## config.mk

```make
export PLATFORM = sky130hd
export DESIGN_NAME = tilt_angle_lowpass_filter
export DESIGN_NICKNAME = d
export VERILOG_FILES = /design/src/tlf_pkg.sv /design/src/tlf_angle_unit.sv /design/src/tilt_angle_lowpass_filter.sv
export VERILOG_INCLUDE_DIRS = /design/src /design/src/src
export SDC_FILE = /design/constraint.sdc
export NUM_CORES = 2
export LEC_CHECK = 0
export BUFFER_PORTS_ARGS = -buffer_cell sky130_fd_sc_hd__buf_4
export CORE_ASPECT_RATIO = 0.6
export CORE_UTILIZATION = 55
export CTS_CLUSTER_DIAMETER = 150
export DETAILED_ROUTE_END_ITERATION = 10
export PLACE_DENSITY = 0.74
export RECOVER_POWER = 25
export SYNTH_ARGS = -nofsm -noshare
export SYNTH_HDL_FRONTEND = slang
export SYNTH_SLANG_ARGS = --single-unit
```

## constraint.sdc

```tcl
create_clock -name aclk -period 16 [get_ports aclk]
set_input_delay 3.2 -clock aclk [delete_from_list [all_inputs] [get_ports aclk]]
set_output_delay 3.2 -clock aclk [all_outputs]
set_load 0.01 [all_outputs]
```

## src/assert_macros.svh

```systemverilog
// ---------------------------------------------------------------------------
// assert_macros.svh
// shared concurrent assertion macros
// ---------------------------------------------------------------------------
`ifndef ASSERT_MACROS_SVH
`define ASSERT_MACROS_SVH

// condition must hold at every edge out of reset
`define ASSERT_ALWAYS(label, clk, rstn, cond) \
    label: assert property (@(posedge clk) disable iff (!rstn) (cond)) \
        else $error("assertion failed");

// antecedent implies consequent on the next edge
`define ASSERT_NEXT(label, clk, rstn, ante, cons) \
    label: assert property (@(posedge clk) disable iff (!rstn) (ante) |=> (cons)) \
        else $error("assertion failed");

`endif

```

## src/tlf_pkg.sv

```systemverilog
// ---------------------------------------------------------------------------
// tlf_pkg
// types, constants and the arctangent table of the tilt filter
// ---------------------------------------------------------------------------
package tlf_pkg;

    localparam int SAMPLE_BITS         = 16;
    localparam int ANGLE_FRACTION_BITS = 8;
    localparam int CORDIC_STEPS        = 16;
    localparam int STATE_FRAC          = 16;
    localparam int STATE_BITS          = 24;
    localparam int SCALE_SHIFT         = 30 - SAMPLE_BITS;
    localparam int SQ_BITS             = 2 * SAMPLE_BITS;
    localparam int RAD_BITS            = 2 * 30;
    localparam int ROOT_BITS           = 30;
    localparam int SQRT_STEPS          = ROOT_BITS;
    localparam int CORD_BITS           = 36;
    localparam int STEP_BITS           = $clog2(CORDIC_STEPS);
    localparam int OUT_SHIFT           = STATE_FRAC - ANGLE_FRACTION_BITS;
    localparam int OUT_BITS            = 16;

    localparam logic signed [STATE_BITS-1:0] QUARTER_TURN = STATE_BITS'(90 << STATE_FRAC);

    localparam logic [1:0] REG_SMOOTHING = 2'd0;
    localparam logic [1:0] REG_ROTATION  = 2'd1;

    typedef logic signed [SAMPLE_BITS-1:0] sample_t;
    typedef logic signed [STATE_BITS-1:0]  angle_t;

    typedef struct packed {
        logic busy;
        logic done;
    } ang_stat_t;

    function automatic angle_t atan_deg(input logic [4:0] idx);
        angle_t t;
        unique case (idx)
            5'd0:    t = 24'sd2949120;
            5'd1:    t = 24'sd1740967;
            5'd2:    t = 24'sd919879;
            5'd3:    t = 24'sd466945;
            5'd4:    t = 24'sd234379;
            5'd5:    t = 24'sd117304;
            5'd6:    t = 24'sd58666;
            5'd7:    t = 24'sd29335;
            5'd8:    t = 24'sd14668;
            5'd9:    t = 24'sd7334;
            5'd10:   t = 24'sd3667;
            5'd11:   t = 24'sd1833;
            5'd12:   t = 24'sd917;
            5'd13:   t = 24'sd458;
            5'd14:   t = 24'sd229;
            5'd15:   t = 24'sd115;
            5'd16:   t = 24'sd57;
            5'd17:   t = 24'sd29;
            5'd18:   t = 24'sd14;
            5'd19:   t = 24'sd7;
            5'd20:   t = 24'sd4;
            5'd21:   t = 24'sd2;
            5'd22:   t = 24'sd1;
            default: t = 24'sd0;
        endcase
        return t;
    endfunction

endpackage

```

## src/tlf_angle_unit.sv

```systemverilog
// ---------------------------------------------------------------------------
// tlf_angle_unit
// iterative tilt angle: squares, bitwise square root, cordic vectoring
// ---------------------------------------------------------------------------
module tlf_angle_unit (
    input  logic               aclk,
    input  logic               aresetn,
    input  logic               start,
    input  tlf_pkg::sample_t   a_in,
    input  tlf_pkg::sample_t   b_in,
    input  tlf_pkg::sample_t   c_in,
    output tlf_pkg::angle_t    angle,
    output tlf_pkg::ang_stat_t stat
);
    import tlf_pkg::*;

    typedef enum logic [5:0] {
        ST_IDLE = 6'b000001,
        ST_SQB  = 6'b000010,
        ST_SQC  = 6'b000100,
        ST_SQRT = 6'b001000,
        ST_CORD = 6'b010000,
        ST_DONE = 6'b100000
    } ang_state_t;

    ang_state_t                   state_reg, state_next;
    sample_t                      a_reg, b_reg, c_reg;
    logic [SQ_BITS-1:0]           sq_reg, sq_next;
    logic [RAD_BITS-1:0]          nsh_reg, nsh_next;
    logic [SQ_BITS-1:0]           rem_reg, rem_next;
    logic [ROOT_BITS-1:0]         root_reg, root_next;
    logic signed [CORD_BITS-1:0]  x_reg, x_next, y_reg, y_next;
    angle_t                       z_reg, z_next;
    logic [4:0]                   cnt_reg, cnt_next;

    sample_t                      mul_op;
    logic signed [SQ_BITS-1:0]    prod;
    logic [SQ_BITS-1:0]           sq_sum;
    logic [SQ_BITS+1:0]           rem_sh, trial;
    logic                         ge;
    logic signed [CORD_BITS-1:0]  dx, dy;
    angle_t                       t, zc;

    assign mul_op = state_reg == ST_SQB ? b_reg : c_reg;
    assign prod   = mul_op * mul_op;
    assign sq_sum = sq_reg + $unsigned(prod);

    assign rem_sh = {rem_reg, nsh_reg[RAD_BITS-1 -: 2]};
    assign trial  = {2'b00, root_reg, 2'b01};
    assign ge     = rem_sh >= trial;

    assign dx = y_reg >>> cnt_reg[STEP_BITS-1:0];
    assign dy = x_reg >>> cnt_reg[STEP_BITS-1:0];
    assign t  = atan_deg(cnt_reg);

    always_comb begin
        if (z_reg > QUARTER_TURN) begin
            zc = QUARTER_TURN;
        end else if (z_reg < -QUARTER_TURN) begin
            zc = -QUARTER_TURN;
        end else begin
            zc = z_reg;
        end
    end

    assign angle     = -zc;
    assign stat.done = state_reg == ST_DONE;
    assign stat.busy = state_reg != ST_IDLE;

    always_comb begin
        state_next = state_reg;
        sq_next    = sq_reg;
        nsh_next   = nsh_reg;
        rem_next   = rem_reg;
        root_next  = root_reg;
        x_next     = x_reg;
        y_next     = y_reg;
        z_next     = z_reg;
        cnt_next   = cnt_reg;
        unique case (state_reg)
            ST_IDLE: begin
                if (start) begin
                    state_next = ST_SQB;
                end
            end
            ST_SQB: begin
                sq_next    = $unsigned(prod);
                state_next = ST_SQC;
            end
            ST_SQC: begin
                nsh_next   = {sq_sum, (RAD_BITS-SQ_BITS)'(0)};
                rem_next   = '0;
                root_next  = '0;
                cnt_next   = 5'(SQRT_STEPS - 1);
                state_next = ST_SQRT;
            end
            ST_SQRT: begin
                nsh_next  = nsh_reg << 2;
                rem_next  = ge ? SQ_BITS'(rem_sh - trial) : rem_sh[SQ_BITS-1:0];
                root_next = {root_reg[ROOT_BITS-2:0], ge};
                if (cnt_reg == 5'd0) begin
                    x_next     = CORD_BITS'({1'b0, root_reg[ROOT_BITS-2:0], ge});
                    y_next     = CORD_BITS'(a_reg) <<< SCALE_SHIFT;
                    z_next     = '0;
                    state_next = ST_CORD;
                end else begin
                    cnt_next = cnt_reg - 5'd1;
                end
            end
            ST_CORD: begin
                if (!y_reg[CORD_BITS-1]) begin
                    x_next = x_reg + dx;
                    y_next = y_reg - dy;
                    z_next = z_reg + t;
                end else begin
                    x_next = x_reg - dx;
                    y_next = y_reg + dy;
                    z_next = z_reg - t;
                end
                cnt_next = cnt_reg + 5'd1;
                if (cnt_reg == 5'(CORDIC_STEPS - 1)) begin
                    state_next = ST_DONE;
                end
            end
            ST_DONE: begin
                state_next = ST_IDLE;
            end
            default: state_next = ST_IDLE;
        endcase
    end

    always_ff @(posedge aclk) begin
        if (!aresetn) begin
            state_reg <= ST_IDLE;
            cnt_reg   <= '0;
        end else begin
            state_reg <= state_next;
            cnt_reg   <= cnt_next;
        end
    end

    always_ff @(posedge aclk) begin
        if (state_reg == ST_IDLE && start) begin
            a_reg <= a_in;
            b_reg <= b_in;
            c_reg <= c_in;
        end
        sq_reg   <= sq_next;
        nsh_reg  <= nsh_next;
        rem_reg  <= rem_next;
        root_reg <= root_next;
        x_reg    <= x_next;
        y_reg    <= y_next;
        z_reg    <= z_next;
    end

endmodule

```

## src/tilt_angle_lowpass_filter.sv

```systemverilog
// ---------------------------------------------------------------------------
// tilt_angle_lowpass_filter
// three-axis tilt angles with exponential low-pass smoothing
// ---------------------------------------------------------------------------
// s_axis beat: one accelerometer sample, x in tdata[15:0], y [31:16], z [47:32]
// m_axis beat: rotation, tilt_x, tilt_y, tilt_z in 16-bit slots of tdata,
//   angles in 1/256 degree; tuser is sample_valid (0 for an all-zero sample,
//   which leaves the filter state alone)
// config: cfg_wr_en with cfg_addr 0 writes the smoothing factor (Q0.16),
//   cfg_addr 1 the rotation source (0 x angle, 1 negated y angle)
// one sample at a time: s_tready is high only while idle
// each axis runs one angle unit pass (squares, square root, cordic vectoring
//   and handoff), then a filter update (multiply, then add into the state)
// an all-zero sample bypasses the angle unit and raises m_tvalid in the
//   cycle after it is accepted
// with m_tready high the filter goes from output back to idle and takes the
//   next sample there
// the result stays on m_tdata until m_tready; no new sample is taken meanwhile
// reset clears the filter state, sets the factor to 3277 and rotation to x
// ---------------------------------------------------------------------------
`include "assert_macros.svh"

module tilt_angle_lowpass_filter (
    input  logic        aclk,
    input  logic        aresetn,
    input  logic        s_tvalid,
    output logic        s_tready,
    input  logic [47:0] s_tdata,   // accel_x, accel_y, accel_z
    output logic        m_tvalid,
    input  logic        m_tready,
    output logic [63:0] m_tdata,   // rotation, tilt_x, tilt_y, tilt_z
    output logic        m_tuser,   // sample_valid
    input  logic        cfg_wr_en,
    input  logic [1:0]  cfg_addr,
    input  logic [15:0] cfg_wr_data
);
    import tlf_pkg::*;

    typedef enum logic [5:0] {
        ST_IDLE  = 6'b000001,
        ST_START = 6'b000010,
        ST_WAIT  = 6'b000100,
        ST_MUL   = 6'b001000,
        ST_ADD   = 6'b010000,
        ST_OUT   = 6'b100000
    } top_state_t;

    top_state_t                state_reg, state_next;
    logic [15:0]               factor_reg;
    logic                      rot_reg;
    sample_t                   ax_reg, ay_reg, az_reg;
    angle_t                    s_reg [3];
    logic [1:0]                axis_reg, axis_next;
    logic                      valid_reg, valid_next;
    logic signed [STATE_BITS:0]     d_reg;
    logic signed [STATE_BITS+17:0]  prod_reg;

    sample_t                   a_sel, b_sel, c_sel, sx, sy, sz;
    angle_t                    angle;
    ang_stat_t                 stat;
    logic                      zero_in;
    logic signed [STATE_BITS+17:0]  rnd;
    logic signed [STATE_BITS:0]     neg_y;

    assign sx = s_tdata[15:0];
    assign sy = s_tdata[31:16];
    assign sz = s_tdata[47:32];
    assign zero_in = sx == '0 && sy == '0 && sz == '0;

    always_comb begin
        unique case (axis_reg)
            2'd0:    begin a_sel = ax_reg; b_sel = ay_reg; c_sel = az_reg; end
            2'd1:    begin a_sel = ay_reg; b_sel = ax_reg; c_sel = az_reg; end
            default: begin a_sel = az_reg; b_sel = ax_reg; c_sel = ay_reg; end
        endcase
    end

    tlf_angle_unit u_angle (
        .aclk    (aclk),
        .aresetn (aresetn),
        .start   (state_reg == ST_START),
        .a_in    (a_sel),
        .b_in    (b_sel),
        .c_in    (c_sel),
        .angle   (angle),
        .stat    (stat)
    );

    function automatic logic [OUT_BITS-1:0] out_angle(input logic signed [STATE_BITS:0] v);
        logic signed [STATE_BITS+1:0] r;
        r = (STATE_BITS+2)'(v) + (STATE_BITS+2)'(1 << (OUT_SHIFT - 1));
        return OUT_BITS'(r >>> OUT_SHIFT);
    endfunction

    assign neg_y    = -(STATE_BITS+1)'(s_reg[1]);
    assign rnd      = prod_reg + (STATE_BITS+18)'(32768);
    assign s_tready = state_reg == ST_IDLE;
    assign m_tvalid = state_reg == ST_OUT;
    assign m_tuser  = valid_reg;
    assign m_tdata  = {out_angle((STATE_BITS+1)'(s_reg[2])),
                       out_angle((STATE_BITS+1)'(s_reg[1])),
                       out_angle((STATE_BITS+1)'(s_reg[0])),
                       rot_reg ? out_angle(neg_y) : out_angle((STATE_BITS+1)'(s_reg[0]))};

    always_comb begin
        state_next = state_reg;
        axis_next  = axis_reg;
        valid_next = valid_reg;
        unique case (state_reg)
            ST_IDLE: begin
                if (s_tvalid) begin
                    axis_next  = 2'd0;
                    valid_next = !zero_in;
                    state_next = zero_in ? ST_OUT : ST_START;
                end
            end
            ST_START: state_next = ST_WAIT;
            ST_WAIT: begin
                if (stat.done) begin
                    state_next = ST_MUL;
                end
            end
            ST_MUL:  state_next = ST_ADD;
            ST_ADD: begin
                if (axis_reg == 2'd2) begin
                    state_next = ST_OUT;
                end else begin
                    axis_next  = axis_reg + 2'd1;
                    state_next = ST_START;
                end
            end
            ST_OUT: begin
                if (m_tready) begin
                    state_next = ST_IDLE;
                end
            end
            default: state_next = ST_IDLE;
        endcase
    end

    always_ff @(posedge aclk) begin
        if (!aresetn) begin
            state_reg  <= ST_IDLE;
            axis_reg   <= '0;
            valid_reg  <= 1'b0;
            factor_reg <= 16'd3277;
            rot_reg    <= 1'b0;
            s_reg[0]   <= '0;
            s_reg[1]   <= '0;
            s_reg[2]   <= '0;
        end else begin
            state_reg <= state_next;
            axis_reg  <= axis_next;
            valid_reg <= valid_next;
            if (cfg_wr_en && cfg_addr == REG_SMOOTHING) begin
                factor_reg <= cfg_wr_data;
            end
            if (cfg_wr_en && cfg_addr == REG_ROTATION) begin
                rot_reg <= cfg_wr_data[0];
            end
            if (state_reg == ST_ADD) begin
                s_reg[axis_reg] <= s_reg[axis_reg] + STATE_BITS'(rnd >>> 16);
            end
        end
    end

    always_ff @(posedge aclk) begin
        if (state_reg == ST_IDLE && s_tvalid) begin
            ax_reg <= sx;
            ay_reg <= sy;
            az_reg <= sz;
        end
        if (state_reg == ST_WAIT) begin
            d_reg <= (STATE_BITS+1)'(angle) - (STATE_BITS+1)'(s_reg[axis_reg]);
        end
        if (state_reg == ST_MUL) begin
            prod_reg <= d_reg * $signed({1'b0, factor_reg});
        end
    end

    `ASSERT_ALWAYS(a_one_side, aclk, aresetn, !(s_tready && m_tvalid))
    `ASSERT_ALWAYS(a_axis_range, aclk, aresetn, axis_reg != 2'd3)
    `ASSERT_ALWAYS(a_unit_idle, aclk, aresetn, !(stat.busy && (s_tready || m_tvalid)))
    `ASSERT_NEXT(a_zero_direct, aclk, aresetn, s_tvalid && s_tready && zero_in, m_tvalid && !m_tuser)

endmodule

```

==> results.tsv <==
stage	metric	value	unit
status	outcome	complete, but fails checks	
status	failing checks	max-capacitance violations, max-slew violations	
layout	register area	0.0151	sq mm
timing	Slew HR	-152	%
timing	RSZ-0062 raised after global routing	false	
floorplan	core box area	0.107	sq mm
global_route	largest net degree at the start of global routing	79	
global_route	Overflow after GRT	0	
placed_design	placed wire-length estimate	132000	microns
detailed_routing	number of detailed-route iterations in the first pass	8	
detailed_routing	vias per cell	5.96	
detailed_routing	routed vias	45900	
floorplan	die height	257	microns
setup_path	Critical Path Max Stage Delay	1.55	ns
clocking	CTS tree	built	
floorplan	# IOs	138	
clocking	clk sink count	524	
floorplan	die area	0.110	sq mm
logic_synthesis	Post-synth top cells	inv_1 (909), nand2_1 (689), fa_1 (620)	
timing	post-route setup TNS	0	ns
layout	non-filler cells, final	7706	
setup_path	CP required	16.41	ns
logic_synthesis	Post-Syn Area	0.0595	sq mm
floorplan	Cell Rows	93	
timing	Highest Clock Rate	0.0796	GHz
setup_path	critical path arrival	12.97	ns
setup_path	Worst setup EP type	flip-flop	
logic_synthesis	count of yosys warnings during synthesis	0	
setup_path	Crit path max-delay family	compound AO/OA/AOI/OAI gates	
clocking	clock buffer depth	3	
timing	worst hold slack	0.511	ns
logic_synthesis	Synth area leader	edfxtp_1	
timing	Fin Clk Skew	0.0361	ns
clocking	clk_lat worst skew	0.67	ns
timing	fraction of the cycle the final worst path needs	78.5	%
layout	layout cells sized above 1	7.54	%
clocking	hold bufs inserted after CTS	0	
layout	area of the multi-input gates	0.0401	sq mm
logic_synthesis	Syn Nets	7302	
setup_path	CP dominant cell by count	inv_1	
global_route	vias in the first global route	44500	
placed_design	placed cells	7594	
detailed_routing	drt initial violations	5435	
setup_path	worst-path fanout max	38	
logic_synthesis	#FFs+latches synth	524	
logic_synthesis	synthesized instance count	6205	
timing	fin. max-slew vios	362	
placed_design	Routability Congestion	0.965	
setup_path	Setup CP Type	flip-flop to flip-flop	
logic_synthesis	asr flop ratio synth	0	%
layout	Fill cells	9161	
global_route	initial antenna violation count	11	
clocking	Post-CTS Resized	0	
logic_synthesis	mean post-synth cell area	9.60	sq um
clocking	CTS Buf Count	57	
logic_synthesis	sequential area share after synthesis	25.4	%
clocking	Post-CTS Setup Bufs	0	
layout	Final #Nets	7325	
clocking	CTS clk-pin slew, worst paths	0.07	ns
logic_synthesis	ys flop type	edfxtp_1	
detailed_routing	Avg WL per Cell	21.4	microns
detailed_routing	residual DRC count	0	
detailed_routing	Detail Route Antenna Nets	0	
clocking	Root Buffer	clkbuf_16	
floorplan	Starting Density	55.5	%
timing	Worst-Margin Slew	3.77	ns
logic_synthesis	Area contributors post-synth	edfxtp_1 (23%), fa_1 (21%), ha_1 (8.5%), inv_1 (5.7%), nand2_1 (4.3%)	
setup_path	Buffers & Inverters on Critical Path	10	
logic_synthesis	Yosys top cell area share	23.4	%
detailed_routing	Post-Route WL	165000	microns
timing	count of final hold-check violations	0	
setup_path	Startpoint Class	flip-flop	
floorplan	die extent in x	427	microns
global_route	GRT Resource Usage Total	30.3	%
global_route	global-route wire length before repair	259000	microns
worst_hold_path	HP Class	flip-flop to flip-flop	
timing	Final setup viols	0	
placed_design	Port Buf Inserts	137	
setup_path	CP max stage cell	clkbuf_1	
timing	post-layout minimum cycle time	12.56	ns
layout	area grow syn2layout	6.91	%
flow_run	Max Cap Violations	8	
logic_synthesis	Distinct cells, synth	89	
logic_synthesis	EDFF count, synth	463	
layout	max reg flops	96	
logic_synthesis	count leader, synth	inv_1	
clocking	H-tree Lvls	2	
cell usage in the layout, fill, tap and decap left out, types with 13 or more instances in the layout:
master	Yosys	routed
dfxtp_1	61	57
a21boi_0	20	20
o21bai_1	38	38
o21a_1	54	54
clkinv_1	9	16
nand2_1	689	688
a21o_1	88	88
buf_4	5	166
fa_1	620	620
clkbuf_1	182	38
xor2_1	152	152
a211oi_1	32	32
inv_1	909	909
xnor2_1	265	265
and3_1	43	43
mux2_2	78	73
o31ai_1	32	31
nand4_1	33	33
mux2i_1	84	83
nor2b_1	36	36
edfxtp_1	463	463
nand3b_1	15	15
ha_1	406	406
nand2b_1	39	39
o211ai_1	20	20
o21ai_0	186	186
or3_1	20	20
nor4_1	36	36
mux4_1	13	13
nor3_1	80	80
a22oi_1	27	27
a31oi_1	42	42
a21oi_1	286	286
and2_1	190	187
nor2_1	509	508
clkbuf_16	0	59
mux4_2	96	96
nand3_1	110	110
metal layers:
| layer | global-route usage (%) | wire length (microns) | vias up |
|---|---|---|---|
| li1 | - | - | 20900 |
| met1 | 49.0 | 77000 | 22600 |
| met2 | 38.1 | 62400 | 2318 |
| met3 | 10.4 | 22400 | 189 |
| met4 | 6.04 | 3200 | 6 |
| met5 | 0.132 | 33 | - |
per-stage QoR:
stage                     worst slack (ns)  utilization [%]  instance area (sq um)
final                                 3.44             59.3                  63700
after global routing                  2.64             59.3                  63700
after CTS                             4.64             59.4                  63700
after detailed placement              4.70             57.7                  61900
after global placement                4.84             57.7                  61900
after floorplan                       6.30                -                  59500
area by class of cell:
type,count,area share [%]
clock buffer,72,2.41
timing repair buffer,197,2.17
clock inverter,33,0.440
multi-input combinational,4529,63.0
antenna,7,0.0275
inverter,919,5.42
sequential,524,23.8
tap,1425,2.80
worst min-delay path, stage by stage (launching register included):
cell and delay [ns]:
edfxtp_1 0.32, nand2_1 0.05, o21ai_0 0.06
path summary, 6_finish.rpt:
kind,start,end,slack [ns],depth (start not counted)
setup / recovery,u_angle.state_reg[5],u_angle.nsh_reg[59],3.44,39
hold / removal,u_angle.nsh_reg[43],u_angle.nsh_reg[45],0.51,2
setup reg to reg,u_angle.state_reg[5],u_angle.nsh_reg[59],3.44,39
hold reg to reg,u_angle.nsh_reg[43],u_angle.nsh_reg[45],0.51,2
cells by family (layout without fill, tap and decap cells):
kind of cell | count (synthesis) | in the layout | share of synthesized area, %
simple gates | 1869 | 1869 | 14.5
buf+inv | 1152 | 1221 | 7.37
mux | 271 | 271 | 7.09
fa+ha+maj | 1026 | 1026 | 29.4
xor+xnor | 417 | 417 | 6.13
flops | 524 | 524 | 25.4
other cells | 0 | 7 | 0
compound gates | 946 | 946 | 10.1
Power is not shown: default switching activity piles up to over one toggle a cycle in this logic, so the estimate is an artifact.
